--- src/hdl/ambe_pkg.sv ---
// ----------------------------------------------------------------------------
// ambe_pkg
// shared types and constants for the mode and banked-register unit
// ----------------------------------------------------------------------------
`default_nettype none
package ambe_pkg;

  localparam int unsigned DataW   = 32;
  localparam int unsigned KindW   = 5;
  localparam int unsigned ModeW   = 5;
  localparam int unsigned PhysN   = 31;
  localparam int unsigned PhysAw  = 5;
  localparam int unsigned SpsrN   = 5;
  localparam int unsigned SpsrAw  = 3;

  typedef enum logic [KindW-1:0] {
    K_RESET = 5'd0, K_UNDEF = 5'd1, K_SWI = 5'd2, K_PABT = 5'd3, K_DABT = 5'd4,
    K_IRQ = 5'd5, K_FIQ = 5'd6, K_WCPSR = 5'd7, K_RCPSR = 5'd8, K_WSPSR = 5'd9,
    K_RSPSR = 5'd10, K_WREG = 5'd11, K_RREG = 5'd12, K_SIRQ = 5'd13,
    K_CIRQ = 5'd14, K_SFIQ = 5'd15, K_CFIQ = 5'd16, K_SRST = 5'd17
  } kind_t;

  localparam logic [ModeW-1:0] MODE_USR = 5'h10;
  localparam logic [ModeW-1:0] MODE_FIQ = 5'h11;
  localparam logic [ModeW-1:0] MODE_IRQ = 5'h12;
  localparam logic [ModeW-1:0] MODE_SVC = 5'h13;
  localparam logic [ModeW-1:0] MODE_ABT = 5'h17;
  localparam logic [ModeW-1:0] MODE_UND = 5'h1B;
  localparam logic [ModeW-1:0] MODE_SYS = 5'h1F;

  localparam logic [SpsrAw-1:0] SPSR_NONE = 3'd5;
  localparam logic [PhysAw-1:0] PC_SLOT   = 5'd15;

  localparam logic [DataW-1:0] VEC_RESET = 32'h0000_0004;
  localparam logic [DataW-1:0] VEC_UNDEF = 32'h0000_0008;
  localparam logic [DataW-1:0] VEC_SWI   = 32'h0000_000C;
  localparam logic [DataW-1:0] VEC_PABT  = 32'h0000_0010;
  localparam logic [DataW-1:0] VEC_DABT  = 32'h0000_0014;
  localparam logic [DataW-1:0] VEC_IRQ   = 32'h0000_001C;
  localparam logic [DataW-1:0] VEC_FIQ   = 32'h0000_0020;

  function automatic logic mode_known(input logic [ModeW-1:0] m);
    return m == MODE_USR || m == MODE_FIQ || m == MODE_IRQ || m == MODE_SVC ||
           m == MODE_ABT || m == MODE_UND || m == MODE_SYS;
  endfunction

  function automatic logic [PhysAw-1:0] phys_slot(input logic [ModeW-1:0] m,
                                                  input logic [3:0] r);
    logic [PhysAw-1:0] rr;
    rr = {1'b0, r};
    if (r < 4'd8 || r == 4'd15) return rr;
    if (m == MODE_FIQ) return rr + 5'd8;
    if (r < 4'd13) return rr;
    unique case (m)
      MODE_SVC: return rr + 5'd10;
      MODE_ABT: return rr + 5'd12;
      MODE_UND: return rr + 5'd14;
      MODE_IRQ: return rr + 5'd16;
      default:  return rr;
    endcase
  endfunction

  function automatic logic [SpsrAw-1:0] spsr_slot(input logic [ModeW-1:0] m);
    unique case (m)
      MODE_FIQ: return 3'd0;
      MODE_IRQ: return 3'd1;
      MODE_SVC: return 3'd2;
      MODE_ABT: return 3'd3;
      MODE_UND: return 3'd4;
      default:  return SPSR_NONE;
    endcase
  endfunction

endpackage
`default_nettype wire

--- src/hdl/arm_mode_bank_exception_unit.sv ---
// an input transfer passes the memory read state and then the write-back state, which registers the result
// a new transfer waits until the result has left, so an output stall holds off the next event
// reset: synchronous active low; a clearing pass zeroes the bank memory
// and the saved-status memory before the first input is taken
// ----------------------------------------------------------------------------
// arm_mode_bank_exception_unit
// ARMv4 banked register file, status registers and exception entry
// ----------------------------------------------------------------------------
`default_nettype none
module arm_mode_bank_exception_unit (
  input  wire logic        clk,
  input  wire logic        rst_n,
  input  wire logic        in_tvalid,
  output logic             in_tready,
  input  wire logic [4:0]  in_tuser,   // kind
  input  wire logic [39:0] in_tdata,   // reg_index[3:0], value[35:4], zero fill
  output logic             out_tvalid,
  input  wire logic        out_tready,
  output logic [39:0]      out_tdata   // read_value[31:0], mode_now[36:32],
                                       // privileged[37], interrupt_request[38],
                                       // bad_mode[39]
);

  typedef enum logic [1:0] {S_CLEAR, S_IDLE, S_READ, S_WRITE} state_t;

  state_t                       state_r;
  logic [ambe_pkg::PhysAw-1:0]  clr_r;
  // banked register memory and saved-status memory, one read and one write port each
  logic [31:0] phys_mem [ambe_pkg::PhysN];
  logic [31:0] spsr_mem [ambe_pkg::SpsrN];
  logic [31:0] phys_rd_r, spsr_rd_r;

  logic [4:0]  kind_r;
  logic [3:0]  idx_r;
  logic [31:0] val_r;
  logic [31:0] pc_r;         // r15 lives here; slot 15 of the memory is not used for reads
  logic [3:0]  flags_r;
  logic [2:0]  mt_r;         // I, F, T
  logic [4:0]  mode_r;
  logic [2:0]  pend_r;       // rst, fiq, irq

  logic [ambe_pkg::PhysAw-1:0] paddr;
  logic [31:0] cpsr;
  logic        ex_go, ex_f;
  logic [4:0]  ex_mode;
  logic [31:0] ex_link, ex_vec;

  assign in_tready = (state_r == S_IDLE) && !out_tvalid;
  assign cpsr = {flags_r, 20'd0, mt_r, mode_r};
  assign paddr = ambe_pkg::phys_slot(mode_r, idx_r[3:0]);

  // exception entry decode
  always_comb begin
    ex_go = 1'b1; ex_f = 1'b0; ex_mode = ambe_pkg::MODE_SVC;
    ex_link = pc_r; ex_vec = ambe_pkg::VEC_RESET;
    unique case (kind_r)
      ambe_pkg::K_RESET: ex_f = 1'b1;
      ambe_pkg::K_UNDEF: begin
        ex_mode = ambe_pkg::MODE_UND; ex_link = pc_r - 32'd4; ex_vec = ambe_pkg::VEC_UNDEF;
      end
      ambe_pkg::K_SWI: begin
        ex_link = pc_r - 32'd4; ex_vec = ambe_pkg::VEC_SWI;
      end
      ambe_pkg::K_PABT: begin ex_mode = ambe_pkg::MODE_ABT; ex_vec = ambe_pkg::VEC_PABT; end
      ambe_pkg::K_DABT: begin ex_mode = ambe_pkg::MODE_ABT; ex_vec = ambe_pkg::VEC_DABT; end
      ambe_pkg::K_IRQ:  begin ex_mode = ambe_pkg::MODE_IRQ; ex_vec = ambe_pkg::VEC_IRQ; end
      ambe_pkg::K_FIQ:  begin
        ex_mode = ambe_pkg::MODE_FIQ; ex_vec = ambe_pkg::VEC_FIQ; ex_f = 1'b1;
      end
      default: ex_go = 1'b0;
    endcase
  end

  // memory ports: read every cycle, write in clear/write
  always_ff @(posedge clk) begin
    phys_rd_r <= phys_mem[paddr];
    spsr_rd_r <= spsr_mem[ambe_pkg::spsr_slot(mode_r)];
    if (state_r == S_CLEAR) begin
      phys_mem[clr_r] <= '0;
      if (clr_r < 5'(ambe_pkg::SpsrN)) spsr_mem[clr_r[ambe_pkg::SpsrAw-1:0]] <= '0;
    end else if (state_r == S_WRITE) begin
      if (ex_go) begin
        phys_mem[ambe_pkg::phys_slot(ex_mode, 4'd14)] <= ex_link;
        if (ambe_pkg::spsr_slot(ex_mode) != ambe_pkg::SPSR_NONE)
          spsr_mem[ambe_pkg::spsr_slot(ex_mode)] <= cpsr;
      end else if (kind_r == ambe_pkg::K_WREG) begin
        phys_mem[paddr] <= val_r;
      end else if (kind_r == ambe_pkg::K_WSPSR &&
                   ambe_pkg::spsr_slot(mode_r) != ambe_pkg::SPSR_NONE) begin
        spsr_mem[ambe_pkg::spsr_slot(mode_r)] <= val_r;
      end
    end
  end

  logic [31:0] rd_nxt;
  logic        bad_nxt;
  logic [2:0]  mt_nxt;
  logic [4:0]  mode_nxt;
  logic [2:0]  pend_nxt;
  logic [3:0]  flags_nxt;
  logic [31:0] pc_nxt;

  always_comb begin
    rd_nxt = '0; bad_nxt = 1'b0; mt_nxt = mt_r; mode_nxt = mode_r;
    pend_nxt = pend_r; flags_nxt = flags_r; pc_nxt = pc_r;
    if (ex_go) begin
      mode_nxt = ex_mode;
      pc_nxt = ex_vec;
      mt_nxt = {1'b1, mt_r[1] | ex_f, 1'b0};
      if (kind_r == ambe_pkg::K_RESET) pend_nxt = '0;
    end else begin
      unique case (kind_r)
        ambe_pkg::K_WCPSR: begin
          if (!ambe_pkg::mode_known(val_r[4:0])) bad_nxt = 1'b1;
          else begin
            flags_nxt = val_r[31:28]; mt_nxt = val_r[7:5]; mode_nxt = val_r[4:0];
          end
        end
        ambe_pkg::K_RCPSR: rd_nxt = cpsr;
        ambe_pkg::K_RSPSR: begin
          if (mode_r == ambe_pkg::MODE_USR) rd_nxt = cpsr;
          else if (ambe_pkg::spsr_slot(mode_r) != ambe_pkg::SPSR_NONE) rd_nxt = spsr_rd_r;
          else bad_nxt = 1'b1;
        end
        ambe_pkg::K_WREG: if (paddr == ambe_pkg::PC_SLOT) pc_nxt = val_r;
        // r15 comes from the pc register, exception entry only updates that copy
        ambe_pkg::K_RREG: rd_nxt = (paddr == ambe_pkg::PC_SLOT) ? pc_r : phys_rd_r;
        ambe_pkg::K_SIRQ: pend_nxt[0] = 1'b1;
        ambe_pkg::K_CIRQ: pend_nxt[0] = 1'b0;
        ambe_pkg::K_SFIQ: pend_nxt[1] = 1'b1;
        ambe_pkg::K_CFIQ: pend_nxt[1] = 1'b0;
        ambe_pkg::K_SRST: pend_nxt[2] = 1'b1;
        default: ;
      endcase
    end
  end

  always_ff @(posedge clk) begin
    if (!rst_n) begin
      state_r <= S_CLEAR; clr_r <= '0; out_tvalid <= 1'b0;
      flags_r <= '0; mt_r <= 3'b110; mode_r <= ambe_pkg::MODE_SVC;
      pend_r <= '0; pc_r <= '0;
    end else begin
      if (out_tvalid && out_tready) out_tvalid <= 1'b0;
      unique case (state_r)
        S_CLEAR: begin
          clr_r <= clr_r + 5'd1;
          if (clr_r == 5'(ambe_pkg::PhysN - 1)) state_r <= S_IDLE;
        end
        S_IDLE: if (in_tvalid && in_tready) begin
          kind_r <= in_tuser; idx_r <= in_tdata[3:0]; val_r <= in_tdata[35:4];
          state_r <= S_READ;
        end
        S_READ: state_r <= S_WRITE;   // memories are read here
        S_WRITE: begin
          flags_r <= flags_nxt; mt_r <= mt_nxt; mode_r <= mode_nxt;
          pend_r <= pend_nxt; pc_r <= pc_nxt;
          out_tvalid <= 1'b1;
          out_tdata <= {bad_nxt,
                        (!mt_nxt[1] && pend_nxt[1]) || (!mt_nxt[2] && pend_nxt[0]),
                        mode_nxt != ambe_pkg::MODE_USR, mode_nxt, rd_nxt};
          state_r <= S_IDLE;
        end
        default: state_r <= S_IDLE;
      endcase
    end
  end

endmodule
`default_nettype wire

--- config.mk ---
export PLATFORM = sky130hd
export DESIGN_NAME = arm_mode_bank_exception_unit
export DESIGN_NICKNAME = d
export VERILOG_FILES = /design/src/hdl/ambe_pkg.sv /design/src/hdl/arm_mode_bank_exception_unit.sv
export SDC_FILE = /design/constraint.sdc
export NUM_CORES = 1
export LEC_CHECK = 0
export ABC_CLOCK_PERIOD_IN_PS = 13500
export CORE_MARGIN = 4
export CORE_UTILIZATION = 60
export DETAILED_ROUTE_END_ITERATION = 16
export DONT_BUFFER_PORTS = 1
export PLACE_DENSITY = 0.83
export SLEW_MARGIN = 20
export SYNTH_ARGS = -nofsm -noshare
export SYNTH_HDL_FRONTEND = slang
export SYNTH_SLANG_ARGS = --single-unit
--- constraint.sdc ---
create_clock -name clk -period 13.5 [get_ports clk]
set_clock_uncertainty 0.1 [all_clocks]
set_input_delay 2.025 -clock clk [delete_from_list [all_inputs] [get_ports clk]]
set_output_delay 2.025 -clock clk [all_outputs]
set_load 0.02 [all_outputs]
# --- Word level (Yosys, flattened, before mapping) ---
# Memory sizes are Yosys's and may differ from the RTL's. A register that Yosys moved wholly into a read port is not among the register bits.
# Index checks and enable logic that the tools add are counted.
word_totals:
  regBits: 135
  ram_bits: 1152
  inputBits: 49
  out_inout_bits: 42
  wordCells: 224
  n_memories: 2
memory_table:
  columns: ["name", "depth", "width", "rd", "rd_clocked_by_memory_dff", "wr", "line_no", "source"]
  rows:
  - ["phys_mem", 31, 32, 1, 1, 1, "arm_mode_bank_exception_unit.sv:29", "logic [31:0] phys_mem [ambe_pkg::PhysN];"]
  - ["spsr_mem", 5, 32, 1, 1, 1, "arm_mode_bank_exception_unit.sv:30", "logic [31:0] spsr_mem [ambe_pkg::SpsrN];"]
classes:
  add_sub_neg: 7
  order_cmp: 3
  n_eq_ne: 46
  muxes: 112
  n_bitwise: 2
  n_reduce_logical: 38
ops:
  columns: ["cell", "count"]
  rows:
  - ["32-bit 2-to-1 mux", 11]
  - ["32-bit OR reduction", 4]
  - ["5-bit equality test, second input constant", 20]
  - ["32-bit case mux with 3 select lines", 1]
  - ["5-bit 2-to-1 mux", 16]
  - ["3-bit 2-to-1 mux", 24]
  - ["1-bit 2-to-1 mux", 46]
  - ["5-bit by 4-bit equality test with 1-bit output, second input constant", 9]
  - ["5-bit case mux with 4 select lines", 2]
  - ["6-bit case mux with 6 select lines", 1]
  - ["32-bit by 3-bit subtractor with 32-bit output, second input constant", 1]
  - ["3-bit case mux with 5 select lines", 2]
  - ["4-bit by 4-bit adder with 5-bit output, second input constant", 4]
  - ["5-bit by 3-bit equality test with 1-bit output, second input constant", 4]
  - ["4-bit case mux with 4 select lines", 1]
  - ["5-bit by 2-bit equality test with 1-bit output, second input constant", 2]
  - ["2-bit nonzero test", 5]
  - ["3-bit inequality test, second input constant", 3]
  - ["3-bit AND reduction", 3]
  - ["1-bit logical OR", 8]
  - ["4-bit < comparator, second input constant", 2]
  - ["2-bit 2-to-1 mux", 4]
  - ["2-bit case mux with 4 select lines", 1]
  - ["7-bit OR reduction", 1]
  - ["other kinds (19)", 33]

# --- Logic depth before layout (Yosys ltp) ---
depth:
  word_depth: 17
  depth_mapped: 14
  ltp_nobuf: 10

# --- Least setup slack after synthesis ---
# Ideal clock, no wire load.
synth_path:
  path_kind: "reg2reg"
  start: "reg state_r[0]"
  end: "mem spsr_mem[1][0] (enable)"
  setup_time_ps: 461
  arrival_ps: 4146
  t_required_ps: 12939
  slack_ps: 8793
  path_stages_with_launch: 10
  n_path_buf: 2
  period_less_slack_ps: 4707
  cell_sequence: "dfxtp_1 -> ha_1 -> clkbuf_1 -> nor2b_1 -> nand3_1 -> nor2_1 -> clkbuf_1 -> nand2_1 -> o21a_1 -> nor3_1"
synth_via:
  elab_chain_cells: 7
  elab_cells_between_ends: 16
  classes_between: "eq/ne: 1; mux: 12; reduce/logical: 3"
synth_lines:
  columns: ["item", "line_no", "source"]
  rows:
  - ["start: declaration", "arm_mode_bank_exception_unit.sv:26", "state_t state_r;"]
  - ["start signal: assignment", "arm_mode_bank_exception_unit.sv:140", "state_r <= S_CLEAR; clr_r <= '0; out_tvalid <= 1'b0;"]
  - ["start signal: assignment", "arm_mode_bank_exception_unit.sv:148", "if (clr_r == 5'(ambe_pkg::PhysN - 1)) state_r <= S_IDLE;"]
  - ["start signal: assignment", "arm_mode_bank_exception_unit.sv:152", "state_r <= S_READ;"]
  - ["2-bit equality test", "arm_mode_bank_exception_unit.sv:81", "end else if (state_r == S_WRITE) begin"]
  - ["1-bit 2-to-1 mux", "arm_mode_bank_exception_unit.sv:81", null]
  - ["1-bit 2-to-1 mux", "arm_mode_bank_exception_unit.sv:78", "if (state_r == S_CLEAR) begin"]
  - ["1-bit 2-to-1 mux (implied by the code)", "arm_mode_bank_exception_unit.sv:85", "spsr_mem[ambe_pkg::spsr_slot(ex_mode)] <= cpsr;"]
  - ["32-bit OR reduction (no line)", null, null]
  - ["3-bit 2-to-1 mux (no line) / 1-bit 2-to-1 mux (equally long branches) (2 in series)", null, null]
  - ["end: declaration", "arm_mode_bank_exception_unit.sv:30", null]
# Parallel ways exist; a longest one is shown, timed or not.

# --- Worst setup path in the final report ---
layout_path:
  start: "reg mode_r[2]"
  end: "mem phys_mem[23][13] (enable)"
layout_via:
  elab_chain_cells: 7
  elab_cells_between_ends: 14
  classes_between: "eq/ne: 5; mux: 9"
layout_lines:
  columns: ["item", "line_no", "source"]
  rows:
  - ["start: declaration", "arm_mode_bank_exception_unit.sv:39", "logic [4:0] mode_r;"]
  - ["start signal: assignment", "arm_mode_bank_exception_unit.sv:156", "flags_r <= flags_nxt; mt_r <= mt_nxt; mode_r <= mode_nxt;"]
  - ["5-bit equality test", "ambe_pkg.sv:52", "if (m == MODE_FIQ) return rr + 5'd8;"]
  - ["5-bit 2-to-1 mux", "ambe_pkg.sv:52", null]
  - ["5-bit 2-to-1 mux", "ambe_pkg.sv:53", "if (r < 4'd13) return rr;"]
  - ["5-bit 2-to-1 mux", "ambe_pkg.sv:54", "unique case (m)"]
  - ["5-bit 2-to-1 mux (*)", "ambe_pkg.sv:53", null]
  - ["5-bit 2-to-1 mux (*)", "ambe_pkg.sv:52", null]
  - ["5-bit 2-to-1 mux (no line) (*)", null, null]
  - ["end: declaration", "arm_mode_bank_exception_unit.sv:29", null]
# Mark *: on every way between the ends. The rest lies on a longest branch, timed or not. The select of a mux whose other input is x is not followed.

==> impl_metrics.yaml <==
clock_network:
  cts_sinks: 1351
  insertion_delay_ps: 720
  clockBufferDepth: 3
  clockRootBuffer: "clkbuf_16"
  ctsHoldBuffers: 0
  numCtsBuffers: 130
  cts_tree: "yes"
  cts.repair.resized: 0
  htreeDepth: 4
  clk_pin_slew_ps: 60
  post_cts_buffers: 0
critical_path:
  path_class: "reg2reg"
  reg2reg_to: "phys_mem[23][13]"
  reg2reg_slack_ps: 7670
  cp_cell_sequence: "and4b_1 > and2_1 > fa_1 > nand2_1 > a211oi_2 > nor2_4 > buf_4 > buf_4 > o31ai_1 > nand2_1 > nor2_4 > buf_4"
  cp_num_buf_inv: 3
  crit_fanout: 58
  crit_cells: 12
  endpoint_kind: "flip-flop"
  critPathMaxStageDelay_ps: 690
  start_kind: "flip-flop"
  cp_top_family: "simple AND/OR/NAND/NOR gates"
  endpoint: "phys_mem[23][13]"
  arrival_ps: 6080
  crit_path_frequent_cell: "buf_4"
  startpoint: "mode_r[2]"
  reg2reg_from: "mode_r[2]"
  required_ps: 13750
  reg2regPathDepth: 12
  critPathSlowestCell: "dfxtp_1"
yosys:
  synth_adder_area_share_pct: 0.275
  syn_area_per_cell_um2: 17.9
  synth_top_area_share_pct: 70.1
  syn_inst: 2958
  ys_top_cells_by_area: "edfxtp_1 (70%), mux4_2 (9.4%), dfxtp_1 (4.5%), mux2i_1 (2.7%), nand2_1 (2.1%)"
  synth_area_um2: 52800
  synth_edf_count: 1233
  synth_ff_type: "edfxtp_1"
  ys_types: 74
  muxShareOfSynthArea_pct: 12.7
  synth_warnings: 0
  synth_area_leader_cell: "edfxtp_1"
  synth_compound_area_share_pct: 5.38
  synth-simple-area-share_pct: 4.81
  ys_ff_latch: 1351
  syn_nets: 3018
  async_reset_ff_share_pct: 0
  synth_top_family_by_area: "multiplexers"
  ys_seq_area_share_pct: 74.6
  synth_xor_area_share_pct: 0.564
routing:
  wire_per_inst_um: 31.3
  postRouteAntennaNets: 0
  via_per_inst: 6.89
  num_vias: 29300
  first_iter_violations: 4437
  drt-pass1-iter-count: 6
  routed_wl_um: 133000
  route.detailed.drc: 0
floorplan:
  die_h_um: 305
  dieArea_um2: 92800
  coreArea_um2: 87000
  dieWidth_um: 305
  fp-row-count: 108
  ios: 91
  start_util_pct: 60.7
outcome:
  status: "finished clean"
layout:
  drive_above_1_share_pct: 19.1
  final_cell_mix: "edfxtp_1 (1,233), nand2_1 (295), mux4_2 (220)"
  final_common_cell: "edfxtp_1"
  final_cells: 4252
  syn_to_final_growth_pct: 11.2
  fin_nets: 3048
grt:
  grt-ovfl-total: 0
  grt_max_degree: 66
  grt_antenna_before_repair: 11
  gr-usage-all-layers_pct: 28.5
  grt_pass1_wl_um: 195000
  first_global_vias: 29700
power:
  ir_drop_mv: 0.115
  p_leak_nw: 19.9
  p_per_area_nw_per_um2: 159
sta:
  relSlewSlack_pct: 26.7
  period_share_pct: 43.2
  tightest_slew_ps: 1100
  hold_viol: 0
  finalSetupViolCount: 0
  slew_viol_final: 0
  whs_ps: 352
  grt_setup_unrepaired: "false"
  period_needed_ps: 5830
  fmax_ghz: 0.172
  setup-tns-final_ps: 0
place:
  dpl.hpwl_um: 70200
  dp_cells: 4009
  portBuffers: 0
  gp_congestion: 0.871
worst_hold_path:
  hp-class: "reg2reg"
  whs_path_depth: 2
  hold_path.startpoint: "spsr_mem[4][26]"
job:
  max_cap_violations: 0
==> kinds of logic after synthesis <==
family                     Yosys count
xor gates and xnor gates            34
muxes                              392
adders and majority gates           11
DFF                               1351
AOI/OAI and AO/OA                  413
buffers and inverters              197
and+or+nand+nor                    560
==> power breakdown <==
part / switching [W] / total (W) / leakage (nW) / internal [W]
sequential: 0.000121 / 0.00500 / 13.1 / 0.00488
combinational: 0.000566 / 0.000835 / 4.83 / 0.000269
clock: 0.00150 / 0.00350 / 1.97 / 0.00199
total: 0.00219 / 0.00933 / 19.9 / 0.00714
==> layer usage <==
layer / vias up / GRT usage (%) / share of wire (%) / wire length [um]
li1: 11900 / - / - / -
met1: 14800 / 38.3 / 35 / 46700
met2: 2183 / 45.4 / 49 / 64500
met3: 426 / 6.62 / 12 / 15500
met4: 2 / 12.7 / 4.7 / 6260
met5: - / 0 / 0.0083 / 11
==> cell usage after synthesis, drive strengths merged, types with 36 or more instances <==
cell and n:
edfxtp 1233, nand2 297, mux4 220, mux2i 141
dfxtp 118, clkbuf 116, o21ai 113, nand3 69
nor2 68, buf 59, a21oi 45, a211o 36
o22ai 36
==> sequential cells by signal (all words and copies together) (netlist names), 4 cells and up <==
signal     cells
phys_mem     992
spsr_mem     160
out_tdata     40
pc_r          32
phys_rd_r     32
spsr_rd_r     32
val_r         32
clr_r          5
kind_r         5
mode_r         5
flags_r        4
idx_r          4
==> through the flow <==
step | instance area [um^2] | util [%] | setup slack (ps) | total power, W
2_1_floorplan | 52800 | - | 8790 | 0.00553
3_3_place_gp | 54400 | 62.5 | 8100 | 0.00583
3_5_place_dp | 54400 | 62.5 | 7890 | 0.00588
4_1_cts | 58500 | 67.2 | 7800 | 0.00935
5_1_grt | 58700 | 67.5 | 7510 | 0.00960
6_report | 58700 | 67.5 | 7670 | 0.00933
==> how the worst min path moves through the flow <==
| stage | endpoint | slack, ps |
|---|---|---|
| floorplan | spsr_rd_r[0] | 320 |
| global placement | spsr_rd_r[5] | 330 |
| detailed placement | spsr_rd_r[24] | 330 |
| CTS | spsr_rd_r[24] | 350 |
| global route | spsr_rd_r[28] | 370 |
| finish | spsr_rd_r[26] | 350 |
==> final cells by class <==
type	count	area (um^2)
tap	1155	1450
inverter	22	82.6
sequential	1351	39400
fill	5162	28300
antenna	8	20.0
clock buffer	179	3580
timing repair buffer	73	592
clock inverter	54	472
multi-input combinational	1410	13200
==> worst min-delay path, cell delays in order (launching register included) <==
cell	delay, ps
edfxtp_1	320
nand2_1	40
o21ai_0	60
Power figures use the tool's default switching activity.
